===== src/rtl/tis_pkg.sv =====
// ----------------------------------------------------------------------------
// Text integer field scanner package
// Shared widths, register indexes, codes, payload types and character
// helpers for the scanner's front end, queue, back end and checker.
// ----------------------------------------------------------------------------
package tis_pkg;

	localparam int CHAR_W      = 8;
	localparam int VALUE_W     = 64;
	localparam int HALF_W      = 32;
	localparam int DIGIT_W     = 5;
	localparam int FWIDTH_W    = 8;
	localparam int CFG_DATA_W  = 8;
	localparam int CFG_INDEX_W = 2;
	localparam int QUEUE_DEPTH = 4;

	// Configuration register indexes.
	localparam logic [CFG_INDEX_W-1:0] CFG_RADIX_MODE   = 2'd0;
	localparam logic [CFG_INDEX_W-1:0] CFG_SIGN_ALLOWED = 2'd1;
	localparam logic [CFG_INDEX_W-1:0] CFG_WIDE_RESULT  = 2'd2;
	localparam logic [CFG_INDEX_W-1:0] CFG_FIELD_WIDTH  = 2'd3;

	// Radix codes.
	localparam logic [1:0] RADIX_DEC  = 2'd0;
	localparam logic [1:0] RADIX_OCT  = 2'd1;
	localparam logic [1:0] RADIX_HEX  = 2'd2;
	localparam logic [1:0] RADIX_AUTO = 2'd3;

	// Result status codes.
	localparam logic [1:0] STATUS_MATCH     = 2'd0;
	localparam logic [1:0] STATUS_NO_DIGITS = 2'd1;
	localparam logic [1:0] STATUS_ENDED     = 2'd2;

	// Characters of interest.
	localparam logic [CHAR_W-1:0] CH_SPACE = 8'h20;
	localparam logic [CHAR_W-1:0] CH_TAB   = 8'h09;
	localparam logic [CHAR_W-1:0] CH_CR    = 8'h0D;
	localparam logic [CHAR_W-1:0] CH_PLUS  = 8'h2B;
	localparam logic [CHAR_W-1:0] CH_MINUS = 8'h2D;
	localparam logic [CHAR_W-1:0] CH_0     = 8'h30;
	localparam logic [CHAR_W-1:0] CH_9     = 8'h39;
	localparam logic [CHAR_W-1:0] CH_UA    = 8'h41;
	localparam logic [CHAR_W-1:0] CH_UF    = 8'h46;
	localparam logic [CHAR_W-1:0] CH_UX    = 8'h58;
	localparam logic [CHAR_W-1:0] CH_LA    = 8'h61;
	localparam logic [CHAR_W-1:0] CH_LF    = 8'h66;
	localparam logic [CHAR_W-1:0] CH_LX    = 8'h78;

	localparam logic [DIGIT_W-1:0] DIGIT_NONE = 5'd16;
	localparam logic [DIGIT_W-1:0] BASE_OCT   = 5'd8;
	localparam logic [DIGIT_W-1:0] BASE_DEC   = 5'd10;
	localparam logic [DIGIT_W-1:0] BASE_HEX   = 5'd16;

	typedef struct packed {
		logic [CHAR_W-1:0] character;
		logic              stream_end;
	} scan_in_t;

	typedef struct packed {
		logic [VALUE_W-1:0] value;
		logic [1:0]         status;
		logic               char_consumed;
	} scan_out_t;

	// Character classification handed from the front end to the back end.
	typedef struct packed {
		logic               stream_end;
		logic               blank;
		logic               plus;
		logic               minus;
		logic               zero;
		logic               letter_x;
		logic [DIGIT_W-1:0] digit;
	} char_class_t;

	typedef struct packed {
		logic [1:0]          radix_mode;
		logic                sign_allowed;
		logic                wide_result;
		logic [FWIDTH_W-1:0] field_width;
	} scan_cfg_t;

	typedef enum logic [1:0] {
		PH_IDLE,
		PH_SIGNED,
		PH_ZERO,
		PH_DIGITS
	} scan_phase_t;

	typedef enum logic [2:0] {
		ACT_NONE,
		ACT_FINISH,
		ACT_SIGN,
		ACT_ZERO,
		ACT_PREFIX,
		ACT_DIGIT
	} scan_act_t;

	function automatic logic [DIGIT_W-1:0] digit_value(input logic [CHAR_W-1:0] c);
		logic [DIGIT_W-1:0] d;
		d = DIGIT_NONE;
		if (c >= CH_0 && c <= CH_9) begin
			d = DIGIT_W'(c - CH_0);
		end else if (c >= CH_LA && c <= CH_LF) begin
			d = DIGIT_W'(c - CH_LA) + BASE_DEC;
		end else if (c >= CH_UA && c <= CH_UF) begin
			d = DIGIT_W'(c - CH_UA) + BASE_DEC;
		end
		return d;
	endfunction

	function automatic logic [DIGIT_W-1:0] radix_base(input logic [1:0] r);
		logic [DIGIT_W-1:0] b;
		case (r)
			RADIX_OCT: begin
				b = BASE_OCT;
			end
			RADIX_HEX: begin
				b = BASE_HEX;
			end
			default: begin
				b = BASE_DEC;
			end
		endcase
		return b;
	endfunction

endpackage


===== src/rtl/text_integer_field_scanner.sv =====
// ----------------------------------------------------------------------------
// Text integer field scanner
// Scans integer fields out of a byte stream in the manner of strtol with a
// field width, giving one result per field.
// ----------------------------------------------------------------------------
// Usage
// The character channel (char_valid, char_stall, char_data) takes one byte,
// or an end-of-stream mark, per transfer. The result channel (result_valid,
// result_stall, result_data) gives one item when a field ends: the value,
// a status and char_consumed. char_consumed is always 0 on a result: the
// byte that ended the field belongs to the source again and must be
// presented anew as the next transfer.
// Throughput is one character per cycle unless the queue is empty or a
// field end meets a stalled result. A field's end byte goes through the
// class queue and back end to the result register, behind earlier queued
// bytes. The back end's digit update (shift-add by the radix) sets that rate.
// A stalled result holds in the output register; the back end keeps taking
// characters that do not end a field, and the front end keeps accepting
// until the queue of QUEUE_DEPTH entries fills, then raises char_stall.
// Reset empties the queue and result stage, puts the scanner in whitespace
// skipping and loads the register defaults: decimal, sign allowed, 64-bit
// wraparound, unlimited width. Write the registers only while idle.
// ----------------------------------------------------------------------------
module text_integer_field_scanner
	import tis_pkg::*;
#(
	parameter int QUEUE_DEPTH = tis_pkg::QUEUE_DEPTH
) (
	input  logic                   clk,
	input  logic                   arst_n,
	input  logic                   cfg_wr_en,
	input  logic [CFG_INDEX_W-1:0] cfg_index,
	input  logic [CFG_DATA_W-1:0]  cfg_data,
	input  logic                   char_valid,
	output logic                   char_stall,
	input  scan_in_t               char_data,
	output logic                   result_valid,
	input  logic                   result_stall,
	output scan_out_t              result_data
);

	scan_cfg_t   cfg_q;
	char_class_t front_class;
	char_class_t head;
	logic        head_valid;
	logic        pop;
	logic        full;
	logic        push;

	// Register file. Each write takes the low bits its register needs.
	always_ff @(posedge clk or negedge arst_n) begin
		if (!arst_n) begin
			cfg_q.radix_mode   <= RADIX_DEC;
			cfg_q.sign_allowed <= 1'b1;
			cfg_q.wide_result  <= 1'b1;
			cfg_q.field_width  <= '0;
		end else if (cfg_wr_en) begin
			case (cfg_index)
				CFG_RADIX_MODE: begin
					cfg_q.radix_mode <= cfg_data[1:0];
				end
				CFG_SIGN_ALLOWED: begin
					cfg_q.sign_allowed <= cfg_data[0];
				end
				CFG_WIDE_RESULT: begin
					cfg_q.wide_result <= cfg_data[0];
				end
				CFG_FIELD_WIDTH: begin
					cfg_q.field_width <= cfg_data[FWIDTH_W-1:0];
				end
				default: begin
					cfg_q <= cfg_q;
				end
			endcase
		end
	end

	// A transfer on the character channel pushes one classified entry.
	assign push       = char_valid && !char_stall;
	assign char_stall = full;

	tis_front u_front (
		.char_data  (char_data),
		.char_class (front_class)
	);

	tis_queue #(
		.DEPTH (QUEUE_DEPTH)
	) u_queue (
		.clk        (clk),
		.arst_n     (arst_n),
		.push       (push),
		.push_data  (front_class),
		.pop        (pop),
		.head       (head),
		.head_valid (head_valid),
		.full       (full)
	);

	tis_back u_back (
		.clk          (clk),
		.arst_n       (arst_n),
		.cfg          (cfg_q),
		.head         (head),
		.head_valid   (head_valid),
		.pop          (pop),
		.result_valid (result_valid),
		.result_stall (result_stall),
		.result_data  (result_data)
	);

endmodule


===== src/rtl/tis_front.sv =====
// ----------------------------------------------------------------------------
// Scanner front end
// Classifies each accepted character: whitespace, sign, zero, letter x and
// digit value, so that the back end works on flags rather than raw bytes.
// ----------------------------------------------------------------------------
module tis_front
	import tis_pkg::*;
(
	input  scan_in_t    char_data,
	output char_class_t char_class
);

	logic [CHAR_W-1:0] c;

	assign c = char_data.character;

	always_comb begin
		char_class.stream_end = char_data.stream_end;
		char_class.blank      = (c == CH_SPACE) || (c >= CH_TAB && c <= CH_CR);
		char_class.plus       = (c == CH_PLUS);
		char_class.minus      = (c == CH_MINUS);
		char_class.zero       = (c == CH_0);
		char_class.letter_x   = (c == CH_LX) || (c == CH_UX);
		char_class.digit      = digit_value(c);
	end

endmodule


===== src/rtl/tis_queue.sv =====
// ----------------------------------------------------------------------------
// Scanner class queue
// Small first-in first-out buffer of classified characters between the
// front end and the back end.
// ----------------------------------------------------------------------------
module tis_queue
	import tis_pkg::*;
#(
	parameter int DEPTH = QUEUE_DEPTH
) (
	input  logic        clk,
	input  logic        arst_n,
	input  logic        push,
	input  char_class_t push_data,
	input  logic        pop,
	output char_class_t head,
	output logic        head_valid,
	output logic        full
);

	localparam int PTR_W = (DEPTH > 1) ? $clog2(DEPTH) : 1;
	localparam int CNT_W = $clog2(DEPTH + 1);
	localparam logic [PTR_W-1:0] LAST = PTR_W'(DEPTH - 1);
	localparam logic [CNT_W-1:0] FULL_COUNT = CNT_W'(DEPTH);

	char_class_t           entry_q [DEPTH];
	logic [PTR_W-1:0]      wr_ptr_q;
	logic [PTR_W-1:0]      rd_ptr_q;
	logic [CNT_W-1:0]      count_q;

	assign head       = entry_q[rd_ptr_q];
	assign head_valid = (count_q != '0);
	assign full       = (count_q == FULL_COUNT);

	always_ff @(posedge clk) begin
		if (push) begin
			entry_q[wr_ptr_q] <= push_data;
		end
	end

	always_ff @(posedge clk or negedge arst_n) begin
		if (!arst_n) begin
			wr_ptr_q <= '0;
			rd_ptr_q <= '0;
			count_q  <= '0;
		end else begin
			if (push) begin
				wr_ptr_q <= (wr_ptr_q == LAST) ? '0 : wr_ptr_q + 1'b1;
			end
			if (pop) begin
				rd_ptr_q <= (rd_ptr_q == LAST) ? '0 : rd_ptr_q + 1'b1;
			end
			if (push && !pop) begin
				count_q <= count_q + 1'b1;
			end else if (pop && !push) begin
				count_q <= count_q - 1'b1;
			end
		end
	end

endmodule


===== src/rtl/tis_back.sv =====
// ----------------------------------------------------------------------------
// Scanner back end
// Runs the field state machine on one classified character per cycle while
// no field end stalls, accumulates digits, drives the registered result stage.
// ----------------------------------------------------------------------------
module tis_back
	import tis_pkg::*;
(
	input  logic        clk,
	input  logic        arst_n,
	input  scan_cfg_t   cfg,
	input  char_class_t head,
	input  logic        head_valid,
	output logic        pop,
	output logic        result_valid,
	input  logic        result_stall,
	output scan_out_t   result_data
);

	scan_phase_t         phase_q;
	scan_phase_t         phase_d;
	logic [VALUE_W-1:0]  acc_q;
	logic                negative_q;
	logic [1:0]          radix_q;
	logic                seen_q;
	logic [FWIDTH_W-1:0] width_left_q;
	logic                unlimited_q;
	logic                auto_q;
	logic                result_valid_q;
	scan_out_t           result_data_q;

	logic                idle;
	logic                new_field;
	logic                auto_e;
	logic [1:0]          radix_e;
	logic [1:0]          radix_d;
	logic                width_out;
	logic                go;
	scan_phase_t         ph;
	scan_act_t           act;
	logic [1:0]          fin_status;
	logic                out_free;
	logic                fire;

	logic [VALUE_W-1:0]  acc_scaled;
	logic [VALUE_W-1:0]  acc_mac;
	logic [VALUE_W-1:0]  signed_val;
	logic [VALUE_W-1:0]  fin_value;
	logic [FWIDTH_W-1:0] width_src;
	logic                unl_src;
	logic [FWIDTH_W-1:0] width_take;

	// Decide what the head character does to the field.
	always_comb begin
		idle      = (phase_q == PH_IDLE);
		new_field = idle && !head.stream_end && !head.blank;
		auto_e    = new_field ? (cfg.radix_mode == RADIX_AUTO) : auto_q;
		radix_e   = radix_q;
		if (new_field) begin
			radix_e = (cfg.radix_mode == RADIX_AUTO) ? RADIX_DEC : cfg.radix_mode;
		end
		width_out  = !idle && !unlimited_q && (width_left_q == '0);
		ph         = idle ? PH_SIGNED : phase_q;
		radix_d    = radix_e;
		act        = ACT_NONE;
		fin_status = STATUS_MATCH;
		go         = 1'b0;
		if (idle) begin
			if (head.stream_end) begin
				act        = ACT_FINISH;
				fin_status = STATUS_ENDED;
			end else if (!head.blank) begin
				go = 1'b1;
			end
		end else if (width_out) begin
			act        = ACT_FINISH;
			fin_status = seen_q ? STATUS_MATCH : STATUS_NO_DIGITS;
		end else if (head.stream_end) begin
			act        = ACT_FINISH;
			fin_status = seen_q ? STATUS_MATCH : STATUS_ENDED;
		end else begin
			go = 1'b1;
		end
		if (go) begin
			if (new_field && cfg.sign_allowed && (head.plus || head.minus)) begin
				act = ACT_SIGN;
			end else if (ph == PH_SIGNED && head.zero
				&& (auto_e || radix_e == RADIX_HEX)) begin
				act = ACT_ZERO;
			end else if (ph == PH_ZERO && head.letter_x) begin
				act = ACT_PREFIX;
			end else begin
				if (ph == PH_ZERO && auto_e) begin
					radix_d = RADIX_OCT;
				end
				if (head.digit < radix_base(radix_d)) begin
					act = ACT_DIGIT;
				end else begin
					act        = ACT_FINISH;
					fin_status = seen_q ? STATUS_MATCH : STATUS_NO_DIGITS;
				end
			end
		end
	end

	assign out_free     = !result_valid_q || !result_stall;
	assign fire         = head_valid && ((act != ACT_FINISH) || out_free);
	assign pop          = fire;
	assign result_valid = result_valid_q;
	assign result_data  = result_data_q;

	// Next phase.
	always_comb begin
		phase_d = phase_q;
		if (fire) begin
			case (act)
				ACT_FINISH: begin
					phase_d = PH_IDLE;
				end
				ACT_SIGN: begin
					phase_d = PH_SIGNED;
				end
				ACT_ZERO: begin
					phase_d = PH_ZERO;
				end
				ACT_PREFIX, ACT_DIGIT: begin
					phase_d = PH_DIGITS;
				end
				default: begin
					phase_d = phase_q;
				end
			endcase
		end
	end

	// Datapath: multiply by a constant radix as shifts and adds.
	always_comb begin
		case (radix_d)
			RADIX_OCT: begin
				acc_scaled = acc_q << 3;
			end
			RADIX_HEX: begin
				acc_scaled = acc_q << 4;
			end
			default: begin
				acc_scaled = (acc_q << 3) + (acc_q << 1);
			end
		endcase
		acc_mac    = acc_scaled + VALUE_W'(head.digit);
		signed_val = negative_q ? (~acc_q + 1'b1) : acc_q;
		fin_value  = '0;
		if (fin_status == STATUS_MATCH) begin
			fin_value = signed_val;
			if (!cfg.wide_result) begin
				fin_value[VALUE_W-1:HALF_W] = '0;
			end
		end
		width_src  = new_field ? cfg.field_width : width_left_q;
		unl_src    = new_field ? (cfg.field_width == '0) : unlimited_q;
		width_take = (!unl_src && width_src != '0) ? width_src - 1'b1 : width_src;
	end

	always_ff @(posedge clk or negedge arst_n) begin
		if (!arst_n) begin
			phase_q      <= PH_IDLE;
			acc_q        <= '0;
			negative_q   <= 1'b0;
			radix_q      <= RADIX_DEC;
			seen_q       <= 1'b0;
			width_left_q <= '0;
			unlimited_q  <= 1'b0;
			auto_q       <= 1'b0;
		end else begin
			phase_q <= phase_d;
			if (fire) begin
				case (act)
					ACT_FINISH: begin
						acc_q        <= '0;
						negative_q   <= 1'b0;
						radix_q      <= RADIX_DEC;
						seen_q       <= 1'b0;
						width_left_q <= '0;
						unlimited_q  <= 1'b0;
						auto_q       <= 1'b0;
					end
					ACT_SIGN, ACT_ZERO, ACT_PREFIX, ACT_DIGIT: begin
						width_left_q <= width_take;
						unlimited_q  <= unl_src;
						auto_q       <= auto_e;
						// A 0x prefix switches the field to hexadecimal.
						radix_q      <= (act == ACT_PREFIX) ? RADIX_HEX : radix_d;
						if (act == ACT_SIGN) begin
							negative_q <= head.minus;
						end
						if (act == ACT_ZERO) begin
							acc_q  <= '0;
							seen_q <= 1'b1;
						end
						if (act == ACT_PREFIX) begin
							seen_q <= 1'b0;
						end
						if (act == ACT_DIGIT) begin
							acc_q  <= acc_mac;
							seen_q <= 1'b1;
						end
					end
					default: begin
						auto_q <= auto_q;
					end
				endcase
			end
		end
	end

	// Result stage: loads on a field end, empties on a transfer.
	always_ff @(posedge clk or negedge arst_n) begin
		if (!arst_n) begin
			result_valid_q <= 1'b0;
		end else if (fire && act == ACT_FINISH) begin
			result_valid_q <= 1'b1;
		end else if (!result_stall) begin
			result_valid_q <= 1'b0;
		end
	end

	always_ff @(posedge clk) begin
		if (fire && act == ACT_FINISH) begin
			result_data_q.value         <= fin_value;
			result_data_q.status        <= fin_status;
			result_data_q.char_consumed <= 1'b0;
		end
	end

endmodule


===== config.mk =====
export PLATFORM = sky130hd
export DESIGN_NAME = text_integer_field_scanner
export DESIGN_NICKNAME = d
export VERILOG_FILES = /design/src/rtl/tis_pkg.sv /design/src/rtl/text_integer_field_scanner.sv /design/src/rtl/tis_front.sv /design/src/rtl/tis_queue.sv /design/src/rtl/tis_back.sv
export SDC_FILE = /design/constraint.sdc
export NUM_CORES = 1
export LEC_CHECK = 0
export ABC_AREA = 1
export CAP_MARGIN = 15
export CORE_UTILIZATION = 40
export CTS_CLUSTER_DIAMETER = 120
export DETAILED_ROUTE_END_ITERATION = 8
export DONT_BUFFER_PORTS = 1
export GPL_TIMING_DRIVEN = 0
export MAX_ROUTING_LAYER = met4
export PLACE_DENSITY = 0.57
export RECOVER_POWER = 100
export SYNTH_ARGS = -nofsm -noshare
export SYNTH_HDL_FRONTEND = slang
export SYNTH_SLANG_ARGS = --single-unit

===== constraint.sdc =====
create_clock -name clk -period 8 [get_ports clk]
set_input_delay 1.2 -clock clk [delete_from_list [all_inputs] [get_ports clk]]
set_output_delay 1.2 -clock clk [all_outputs]
set_load 0.1 [all_outputs]

==> flow_metrics.tcl, run 1 <==
set metrics [dict create \
    drt-initial-drc-count 1533 \
    post-place-ws_ns 0.598 \
    worst_pin_slew_ns 2.08 \
    required_ns 8.42 \
    report.final.hold_viol_count 0 \
    wl_per_cell_um 18.8 \
    io_buffers 0 \
    synth.distinct_cells 57 \
    vias_per_cell 5.27 \
    grt_overflow_total 0 \
    grt_util_met2_pct 44.7 \
    insertion_delay_ns 0.53 \
    rows 80 \
    cp_slowest_cell "clkbuf_1" \
    n_fill_cell 5065 \
    dr_total_vias 19600 \
    synth-main-ff-cell "edfxtp_1" \
    rrSetupSlack_ns 0.50 \
    syn_area_mm2 0.0194 \
    start_util_pct 40.6 \
    yosysSeqAreaShare_pct 29.9 \
    netlist.area_leader.share_pct 18.7 \
    hold_path_class "in -> async" \
    grt_usage_pct 28.7 \
    drcViolationCount 0 \
    fin_ws_ns 0.498 \
    area_growth_syn_to_layout_pct 7.97 \
    die_area_mm2 0.0495 \
    slew_headroom_pct -38.5 \
    antenna_found_initial 0 \
    fin_skew_ns 0.0123 \
    core_area_mm2 0.0478 \
    h-tree-depth 1 \
    yosys_register_bits 210 \
    cp-start-kind "flop" \
    cts.path.max_buffers 3 \
    grt_max_degree 101 \
    ys_warn_count 0 \
    endpoint_kind "flop" \
    cpMostUsedCell "nand2_1" \
    ant_nets 0 \
    cts_tree "done" \
    num_antenna_cells 0 \
    layout_commonest_cell "nand2_1" \
    r2r_end "u_back.acc_q[57]" \
    grt_pass1_wl_um 106000 \
    use_met3_pct 2.51 \
    ff2ff_path_depth 38 \
    fin_cells 3715 \
    grt.met1_usage_pct 40.0 \
    layout-drive-gt1-share_pct 5.19 \
    postCtsSetupBuffers 0 \
    first_global_vias 18600 \
    fin_crit_ns 7.50 \
    synthesis.nets 3167 \
    rsz0062_at_grt "false" \
    timing.rr.start "u_queue.rd_ptr_q[1]" \
    grt.busiest_layer "met2" \
    synth_top_area_cell "nand2_1" \
    layout_common_cells "nand2_1 (971), inv_1 (550), nor2_1 (338), nand3_1 (230), edfxtp_1 (110)" \
    gp_congestion 0.988 \
    min_period_over_period_pct 93.8 \
    cts_sinks 210 \
    finalSetupTns_ns 0 \
    worstPathMaxFanout 10 \
    numCtsBuffers 24 \
    synth_area_per_cell_um2 6.36 \
    max_freq_ghz 0.133 \
    violations "capacitance limit, slew limit" \
    ioPinCount 93 \
    worstPathArrival_ns 7.92 \
    hpwl_um 57200 \
    path_clk_slew_ns 0.06 \
    max_stage_delay_ns 0.72 \
    max-cap-violations 2 \
    die_y_um 222 \
    setup_viol 0 \
    wl_um 69700 \
    dp_cells 3673 \
    crit_type "reg -> reg" \
    drv_slew 39 \
    cts-root-buf "clkbuf_16" \
    stdcell_area_mm2 0.0210 \
    yosys-top-cells-area "nand2_1 (19%), edfxtp_1 (17%), dfrtp_1 (13%)" \
    place_area_mm2 0.0202 \
    netlist_instances 3057 \
    synth_edf_count 110 \
    cts_hold_buf 0 \
    post_cts_resized 0 \
    nets 3194 \
    status "finished with violations" \
    drt_pass1_iterations 5 \
    die_w_um 222 \
    synthArstFlopShare_pct 47.6 \
]
[kinds of logic (layout without fill, tap and decap cells)]
group | after synthesis | in the layout | share of synthesized area [%]
mux | 9 | 9 | 0.496
simple gates | 1710 | 1710 | 37.2
xor+xnor | 91 | 91 | 4.10
fa+ha+maj | 86 | 86 | 5.65
flops | 210 | 210 | 29.9
other cells | 1 | 1 | 0.0193
compound gates | 321 | 321 | 9.89
buf+inv | 629 | 672 | 12.7
[metrics by stage]
stage          hold slack [ns]  util (%)
2_1_floorplan            0.453         -
5_1_grt                  0.345      43.9
3_3_place_gp             0.473      42.2
3_5_place_dp             0.479      42.3
4_1_cts                  0.336      44.0
6_report                 0.366      43.9
[state kept, by name (all words and copies together), names as in the netlist]
register / cells
cfg_q: 12
u_back.acc_q: 64
u_back.auto_q: 1
u_back.negative_q: 1
u_back.phase_q: 2
u_back.radix_q: 2
u_back.result_data: 66
u_back.result_valid: 1
u_back.seen_q: 1
u_back.unlimited_q: 1
u_back.width_left_q: 8
u_queue.count_q: 3
u_queue.entry_q: 44
u_queue.rd_ptr_q: 2
u_queue.wr_ptr_q: 2
[synth_stat cells (4+ instances only)]
library cell  instances
nand2_1             969
inv_1               548
nor2_1              337
nand3_1             229
edfxtp_1            110
dfrtp_1              98
ha_1                 83
a21oi_1              82
xor2_1               81
o21ai_1              70
o21ai_0              68
o221ai_1             45
nand4_1              37
buf_2                32
nor4_1               27
nor3_1               25
nand2_2              21
o22ai_1              19
clkbuf_1             16
nor2_2               16
inv_2                11
or2_2                11
xnor2_1              10
and2_1                9
buf_1                 8
nand3_2               8
nor2_4                8
a31oi_1               7
o21bai_1              7
buf_6                 6
o21ai_2               6
buf_4                 5
mux2_2                5
mux2i_1               4
nand3b_1              4
[area by class of cell]
cell class                 count  area [um^2]  area share (%)
inverter                     562         2120            10.1
buffer                        67          342            1.63
sequential                   210         5810            27.7
multi-input combinational   2218        11100            53.0
clock buffer                  30          644            3.07
tap                          615          769            3.67
clock inverter                12          169           0.805
timing repair buffer           1         3.75          0.0179
[worst max-delay path by stage]
| stage | start | endpoint | slack, ns |
|---|---|---|---|
| after global placement | u_queue.rd_ptr_q[1] | u_back.acc_q[62] | 0.69 |
| after CTS | u_queue.rd_ptr_q[1] | u_back.acc_q[57] | 0.56 |
| after floorplan | u_queue.rd_ptr_q[1] | u_back.acc_q[63] | 2.74 |
| after detailed placement | u_queue.rd_ptr_q[1] | u_back.acc_q[62] | 0.60 |
| final | u_queue.rd_ptr_q[1] | u_back.acc_q[57] | 0.50 |
| after global routing | u_queue.rd_ptr_q[1] | u_back.acc_q[54] | 0.02 |
[layer usage]
metal	up-vias	wire length [um]
li1	9759	-
met1	9092	33300
met2	639	30600
met3	93	4100
met4	0	1790
met5	-	0
[critical path, delay by kind of cell, from the launching register on]
| kind | cells | cell delay (ns) |
|---|---|---|
| buf+inv | 11 | 2.84 |
| simple gates | 21 | 2.68 |
| fa+ha+maj | 3 | 0.82 |
| compound gates | 3 | 0.63 |
| flops | 1 | 0.39 |
Power of run 1 is left out: the tool's default activity adds up to more than one toggle a clock period on the data nets, which glitch-free logic cannot reach.
==> run 2: changes to the inputs <==
Settings changed: ABC_AREA 1 to default, PLACE_DENSITY 0.57 to default.
==> run 2 against run 1 <==
  * The run still ends with capacitance limit, slew limit left
  * Worst setup slack worse by 0.097 ns
  * Critical path depth is 10 lower
  * Flip-flop and latch count is the same
  * Routed wire length decreased by 8.4%
  * Cell count fell by 29%
  * Clock skew shrank 0.0015 ns
  * Via count decreased by 16%
==> flow_metrics.tcl, run 2 <==
set metrics [dict create \
    synth-main-ff-cell "edfxtp_1" \
    grt_util_met2_pct 46.1 \
    power_frac_seq_pct 37.3 \
    dp_cells 2595 \
    p_int_mw 3.49 \
    fin_skew_ns 0.0108 \
    drcViolationCount 0 \
    fin_crit_ns 7.60 \
    drt-initial-drc-count 1239 \
    timing.rr.start "u_queue.rd_ptr_q[0]" \
    grt.met1_usage_pct 38.7 \
    p_per_area_mw_per_mm2 420 \
    antenna_found_initial 0 \
    fin_util_pct 45.6 \
    yosys_register_bits 210 \
    cellLeakagePower_nw 7.32 \
    synthesis.nets 2120 \
    wl_per_cell_um 24.0 \
    hpwl_um 48900 \
    layout_common_cells "nand2_1 (219), nor2_1 (194), o21ai_0 (138), a21oi_1 (122), edfxtp_1 (110)" \
    first_global_vias 15900 \
    die_y_um 210 \
    synth_compound_area_share_pct 23.9 \
    grt_usage_pct 29.6 \
    netlist_instances 2010 \
    path_buf_inv 9 \
    cts_tree "done" \
    crit_type "reg -> reg" \
    synth-xor-area-share_pct 7.22 \
    grt_max_degree 101 \
    grt.busiest_layer "met2" \
    synth_top_family_by_area "compound AO/OA/AOI/OAI gates" \
    synthSimpleGateAreaFrac_pct 21.6 \
    ys_warn_count 0 \
    area_growth_syn_to_layout_pct 11.2 \
    synth_fa_ha_area_share_pct 6.33 \
    slew_headroom_pct -40.3 \
    synth_area_per_cell_um2 8.63 \
    num_antenna_cells 0 \
    synth_mux_area_share_pct 3.45 \
    endpoint_kind "flop" \
    io_buffers 0 \
    total_power_mw 8.10 \
    yosys-top-cells-area "edfxtp_1 (19%), dfrtp_1 (14%), ha_1 (6.0%)" \
    hold_path_class "in -> async" \
    yosysSeqAreaShare_pct 33.5 \
    hold_slack_ns 0.312 \
    wl_um 63800 \
    report.final.hold_viol_count 0 \
    path_clk_slew_ns 0.06 \
    numCtsBuffers 27 \
    drv_slew 66 \
    ioPinCount 93 \
    die_w_um 210 \
    cts.path.max_buffers 3 \
    clockPowerShare_pct 14.9 \
    netlist.area_leader.share_pct 19.0 \
    cp_top_family "simple AND/OR/NAND/NOR gates" \
    swShare_pct 57.0 \
    h-tree-depth 1 \
    nets 2167 \
    cp-start-kind "flop" \
    violations "capacitance limit, slew limit" \
    worst_pin_slew_ns 2.10 \
    insertion_delay_ns 0.59 \
    switching_power_mw 4.62 \
    synth.distinct_cells 100 \
    synth_commonest_cells "nand2_1 (219), nor2_1 (195), o21ai_0 (129), a21oi_1 (122), clkbuf_1 (113)" \
    cp_slowest_cell "mux4_2" \
    syn_area_mm2 0.0173 \
    layout_commonest_cell "nand2_1" \
    grt_pass1_wl_um 97200 \
    synth_edf_count 110 \
    max-cap-violations 2 \
    grt_overflow_total 0 \
    min_period_over_period_pct 95.0 \
    status "finished with violations" \
    max_freq_ghz 0.132 \
    cts-root-buf "clkbuf_16" \
    fin_cells 2655 \
    die_area_mm2 0.0442 \
    stdcell_area_mm2 0.0193 \
    n_fill_cell 4192 \
    pwr-share-comb_pct 47.8 \
    setup_viol 0 \
    largest_reg_flops 66 \
    ant_nets 0 \
    rsz0062_at_grt "false" \
    place_area_mm2 0.0182 \
    required_ns 8.44 \
    dr_total_vias 16400 \
    vdd_drop_max_v 0.000386 \
    core_area_mm2 0.0423 \
    gp_congestion 0.950 \
    use_met3_pct 4.40 \
    layout-drive-gt1-share_pct 8.18 \
    vias_per_cell 6.19 \
    cts_hold_buf 0 \
    synth.most_common_cell "nand2_1" \
    synthArstFlopShare_pct 47.6 \
    worstPathMaxFanout 19 \
    critPathLaunch "u_queue.rd_ptr_q[0]" \
    rows 75 \
    worstPathArrival_ns 8.04 \
    max_stage_delay_ns 0.58 \
    start_util_pct 41.0 \
    cts_sinks 210 \
    synth_top_area_cell "edfxtp_1" \
    drt_pass1_iterations 6 \
]
run 2: changes by cell type in the layout (fill, tap and decap cells not counted), sizes merged, moves of 48 or more:
cell    before  now
nand2      991  219
inv        560   36
nand3      239   30
nor2       362  195
clkbuf      58  149
o31ai        3   51
run 2: path summary, 6_finish.rpt:
path | slack [ns] | end | depth (start not counted)
min | 0.31 | u_back.acc_q[31] | 0
max in group asynchronous | 7.37 | cfg_q[8] | 0
max reg2reg | 0.40 | u_back.acc_q[34] | 28
max | 0.40 | u_back.acc_q[34] | 28
min in group clk | 0.48 | u_back.radix_q[0] | 2
min reg2reg | 0.48 | u_back.radix_q[0] | 2
run 2: timing repair:
action / 4_1_cts / 5_1_grt
setup buffers: 10 / 7
pin swaps: 6 / 5
resized for setup: 43 / 21
gates cloned: 1 / 0
setup endpoints to repair: 62 / 33
run 2: stage by stage:
step	TNS, ns	setup slack (ns)
3_5_place_dp	-133.00	-3.39
3_3_place_gp	-216.40	-3.39
2_1_floorplan	0	0.0760
5_1_grt	0	0.0143
4_1_cts	0	0.0344
6_report	0	0.400
run 2: cell type report:
| class | count | area, um^2 | share of cell area (%) |
|---|---|---|---|
| Tap cell | 577 | 722 | 3.74 |
| Sequential cell | 210 | 5810 | 30.1 |
| Buffer | 130 | 612 | 3.17 |
| Timing Repair Buffer | 26 | 184 | 0.953 |
| Clock buffer | 33 | 718 | 3.72 |
| Clock inverter | 17 | 151 | 0.785 |
| Inverter | 36 | 139 | 0.720 |
| Multi-Input combinational cell | 1626 | 11000 | 56.8 |
run 2: worst reg2reg max path: cells and delay by family (launching register included):
family | cells | cell delay, ns
AND/OR/NAND/NOR | 9 | 2.47
buffers and inverters | 9 | 2.39
AO/OA/AOI/OAI | 6 | 0.94
multiplexers | 1 | 0.58
adder cells (fa/ha/maj) | 2 | 0.52
flip-flops | 1 | 0.41
XOR/XNOR | 1 | 0.14
run 2: layer usage:
layer | vias up | share of wire [%]
met5 | - | 0
met4 | 0 | 4.7
met3 | 127 | 6.3
met2 | 549 | 45
met1 | 8069 | 44
li1 | 7695 | -
run 2: power groups by stage:
stage	logic (mW)	clock network, mW	registers, mW
2_1_floorplan	2.61	0	2.98
3_3_place_gp	3.69	0	3.02
3_5_place_dp	3.94	0	3.02
4_1_cts	4.00	1.24	3.00
5_1_grt	4.19	1.27	3.06
6_report	3.87	1.21	3.02
run 2: logic make-up (layout without fill, tap and decap cells):
group | Yosys count | after routing
AND/OR/NAND/NOR | 739 | 740
AO/OA/AOI/OAI | 612 | 612
flip-flops | 210 | 210
buffers and inverters | 175 | 242
XOR/XNOR | 143 | 143
adder cells (fa/ha/maj) | 86 | 86
multiplexers | 44 | 44
other | 1 | 1
Power figures use the tool's default switching activity.
==> run 3: changes to the inputs <==
==> constraint.sdc (replaced) <==
create_clock -name clk -period 8 [get_ports clk]
set_input_delay 2.4 -clock clk [delete_from_list [all_inputs] [get_ports clk]]
set_output_delay 2.4 -clock clk [all_outputs]
set_load 0.01 [all_outputs]
==> run 3 against run 2 <==
  * The run now ends clean
  * Clock-buffer cell count is 1 higher
  * Sequential share of layout area is 0.27 points lower
  * Routed wire length is 0.29% lower
  * Clock skew is 0.00094 ns higher
  * Clock power is 6% higher
  * Critical path depth is 4 higher
  * Critical endpoint is now u_back.acc_q[62]
  * Largest power group unchanged
==> flow_metrics.tcl, run 3 (synthesis results as in run 2) <==
set metrics [dict create \
    status "complete, no violations" \
    largest_reg_flops 66 \
    rsz0062_at_grt "true" \
    max_freq_ghz 0.130 \
    area_growth_syn_to_layout_pct 12.2 \
    fin_ws_ns 0.323 \
    required_ns 8.43 \
    core_area_mm2 0.0423 \
    slew_headroom_pct 17.3 \
    crit_type "reg -> reg" \
    numCtsBuffers 26 \
    cts.path.max_buffers 3 \
    rows 75 \
    vdd_drop_max_v 0.000412 \
    ff2ff_path_depth 32 \
    report.final.hold_viol_count 0 \
    gp_congestion 0.950 \
    drt_pass1_iterations 6 \
    vias_per_cell 6.22 \
    fin_crit_ns 7.68 \
    cellLeakagePower_nw 7.36 \
    first_global_vias 15700 \
    hold_depth 2 \
    hold_path_class "reg -> reg" \
    die_y_um 210 \
    antenna_found_initial 0 \
    dr_total_vias 16500 \
    worstPathArrival_ns 8.11 \
    endpoint_kind "flop" \
    grt_pass1_wl_um 97200 \
    wl_um 63700 \
    ant_nets 0 \
    cp_slowest_cell "or4_4" \
    layout_common_cells "nand2_1 (219), nor2_1 (192), o21ai_0 (127), a21oi_1 (122), edfxtp_1 (110)" \
    ioPinCount 93 \
    min_period_over_period_pct 96.0 \
    h-tree-depth 1 \
    die_area_mm2 0.0442 \
    n_fill_cell 4190 \
    path_clk_slew_ns 0.06 \
    cp-start-kind "flop" \
    stdcell_area_mm2 0.0195 \
    nets 2165 \
    worstPathMaxFanout 19 \
    fin_skew_ns 0.0117 \
    insertion_delay_ns 0.58 \
    place_area_mm2 0.0182 \
    cts_sinks 210 \
    drcViolationCount 0 \
    grt_overflow_total 0 \
    setup_viol 0 \
    cts-root-buf "clkbuf_16" \
    total_power_mw 7.20 \
    layout_commonest_cell "nand2_1" \
    p_per_area_mw_per_mm2 370 \
    grt_max_degree 101 \
    layout-drive-gt1-share_pct 8.92 \
    io_buffers 0 \
    die_w_um 210 \
    grt_usage_pct 29.6 \
    drv_slew 0 \
    max_stage_delay_ns 0.58 \
    drt-initial-drc-count 1306 \
    wl_per_cell_um 24.0 \
    start_util_pct 41.0 \
    hpwl_um 48900 \
    cts_tree "done" \
    post-place-ws_ns -3.40 \
    worst_pin_slew_ns 1.24 \
    max-cap-violations 0 \
]
run 3: cell count changes in the layout (fill, tap and decap cells not counted), moves of 3 or more:
cell,change
bufinv_16,+3
clkbuf_1,-3
clkinv_2,-5
o21ai_0,-11
o21ai_1,+11
or3_1,-3
or3_4,+3
or4_1,-3
or4_4,+3
run 3: layer usage:
layer / GRT usage, % / wire length (um) / vias to the layer above
met2: 45.9 / 29000 / 560
met3: 4.07 / 3800 / 149
li1: - / - / 7705
met5: - / 0 / -
met1: 39.1 / 28000 / 8080
met4: 11.4 / 2820 / 0
run 3: final timing paths:
kind                                     endpoint           startpoint  slack [ns]
worst max-delay path             u_back.acc_q[62]  u_queue.rd_ptr_q[0]        0.32
worst min-delay path            u_back.radix_q[0]    u_back.radix_q[0]        0.48
worst max register to register   u_back.acc_q[62]  u_queue.rd_ptr_q[0]        0.32
worst min register to register  u_back.radix_q[0]    u_back.radix_q[0]        0.48
max in group asynchronous                cfg_q[9]               arst_n        6.17
min in group asynchronous        u_back.acc_q[31]               arst_n        1.52
run 3: stage by stage:
step	util, %	TNS [ns]	std cells	hold slack [ns]
after floorplan	-	0	2010	0.443
after global placement	42.8	-216.40	2587	0.464
after detailed placement	43.1	-133.31	2594	0.470
after CTS	45.7	0	2647	0.484
after global routing	46.0	-0.00318	2652	0.513
final	46.0	0	2653	0.481
run 3: repair_timing:
action | CTS | global route
endpoints found under the setup margin | 62 | 33
hold buffers | 0 | 0
gates cloned | 0 | 1
pin swaps | 6 | 1
hold endpoints to repair | 0 | 0
setup buffers | 10 | 4
gates resized for setup | 42 | 24
run 3: final cells by class:
type	count	area [um^2]	share of cell area, %
diodes	1	2.50	0.0129
plain buffers	132	628	3.23
clock buffers	34	701	3.60
clock inverters	14	230	1.18
inverters	36	136	0.701
multi-input cells	1626	11000	56.7
flip-flops and latches	210	5810	29.8
well taps	577	722	3.71
repair buffers	23	206	1.06
run 3: report_power, final:
part / leakage (nW) / internal, mW / switching (mW) / total [mW]
clock: 0.442 / 0.782 / 0.500 / 1.28
combinational: 4.51 / 1.28 / 2.73 / 4.01
sequential: 2.40 / 1.62 / 0.290 / 1.91
run 3: critical path: cells and delay by family, from the launching register on:
family	cells	cell delay (ns)
flops	1	0.44
mux	1	0.57
buf+inv	11	2.17
xor+xnor	1	0.17
fa+ha+maj	2	0.56
compound gates	6	0.80
simple gates	11	2.77
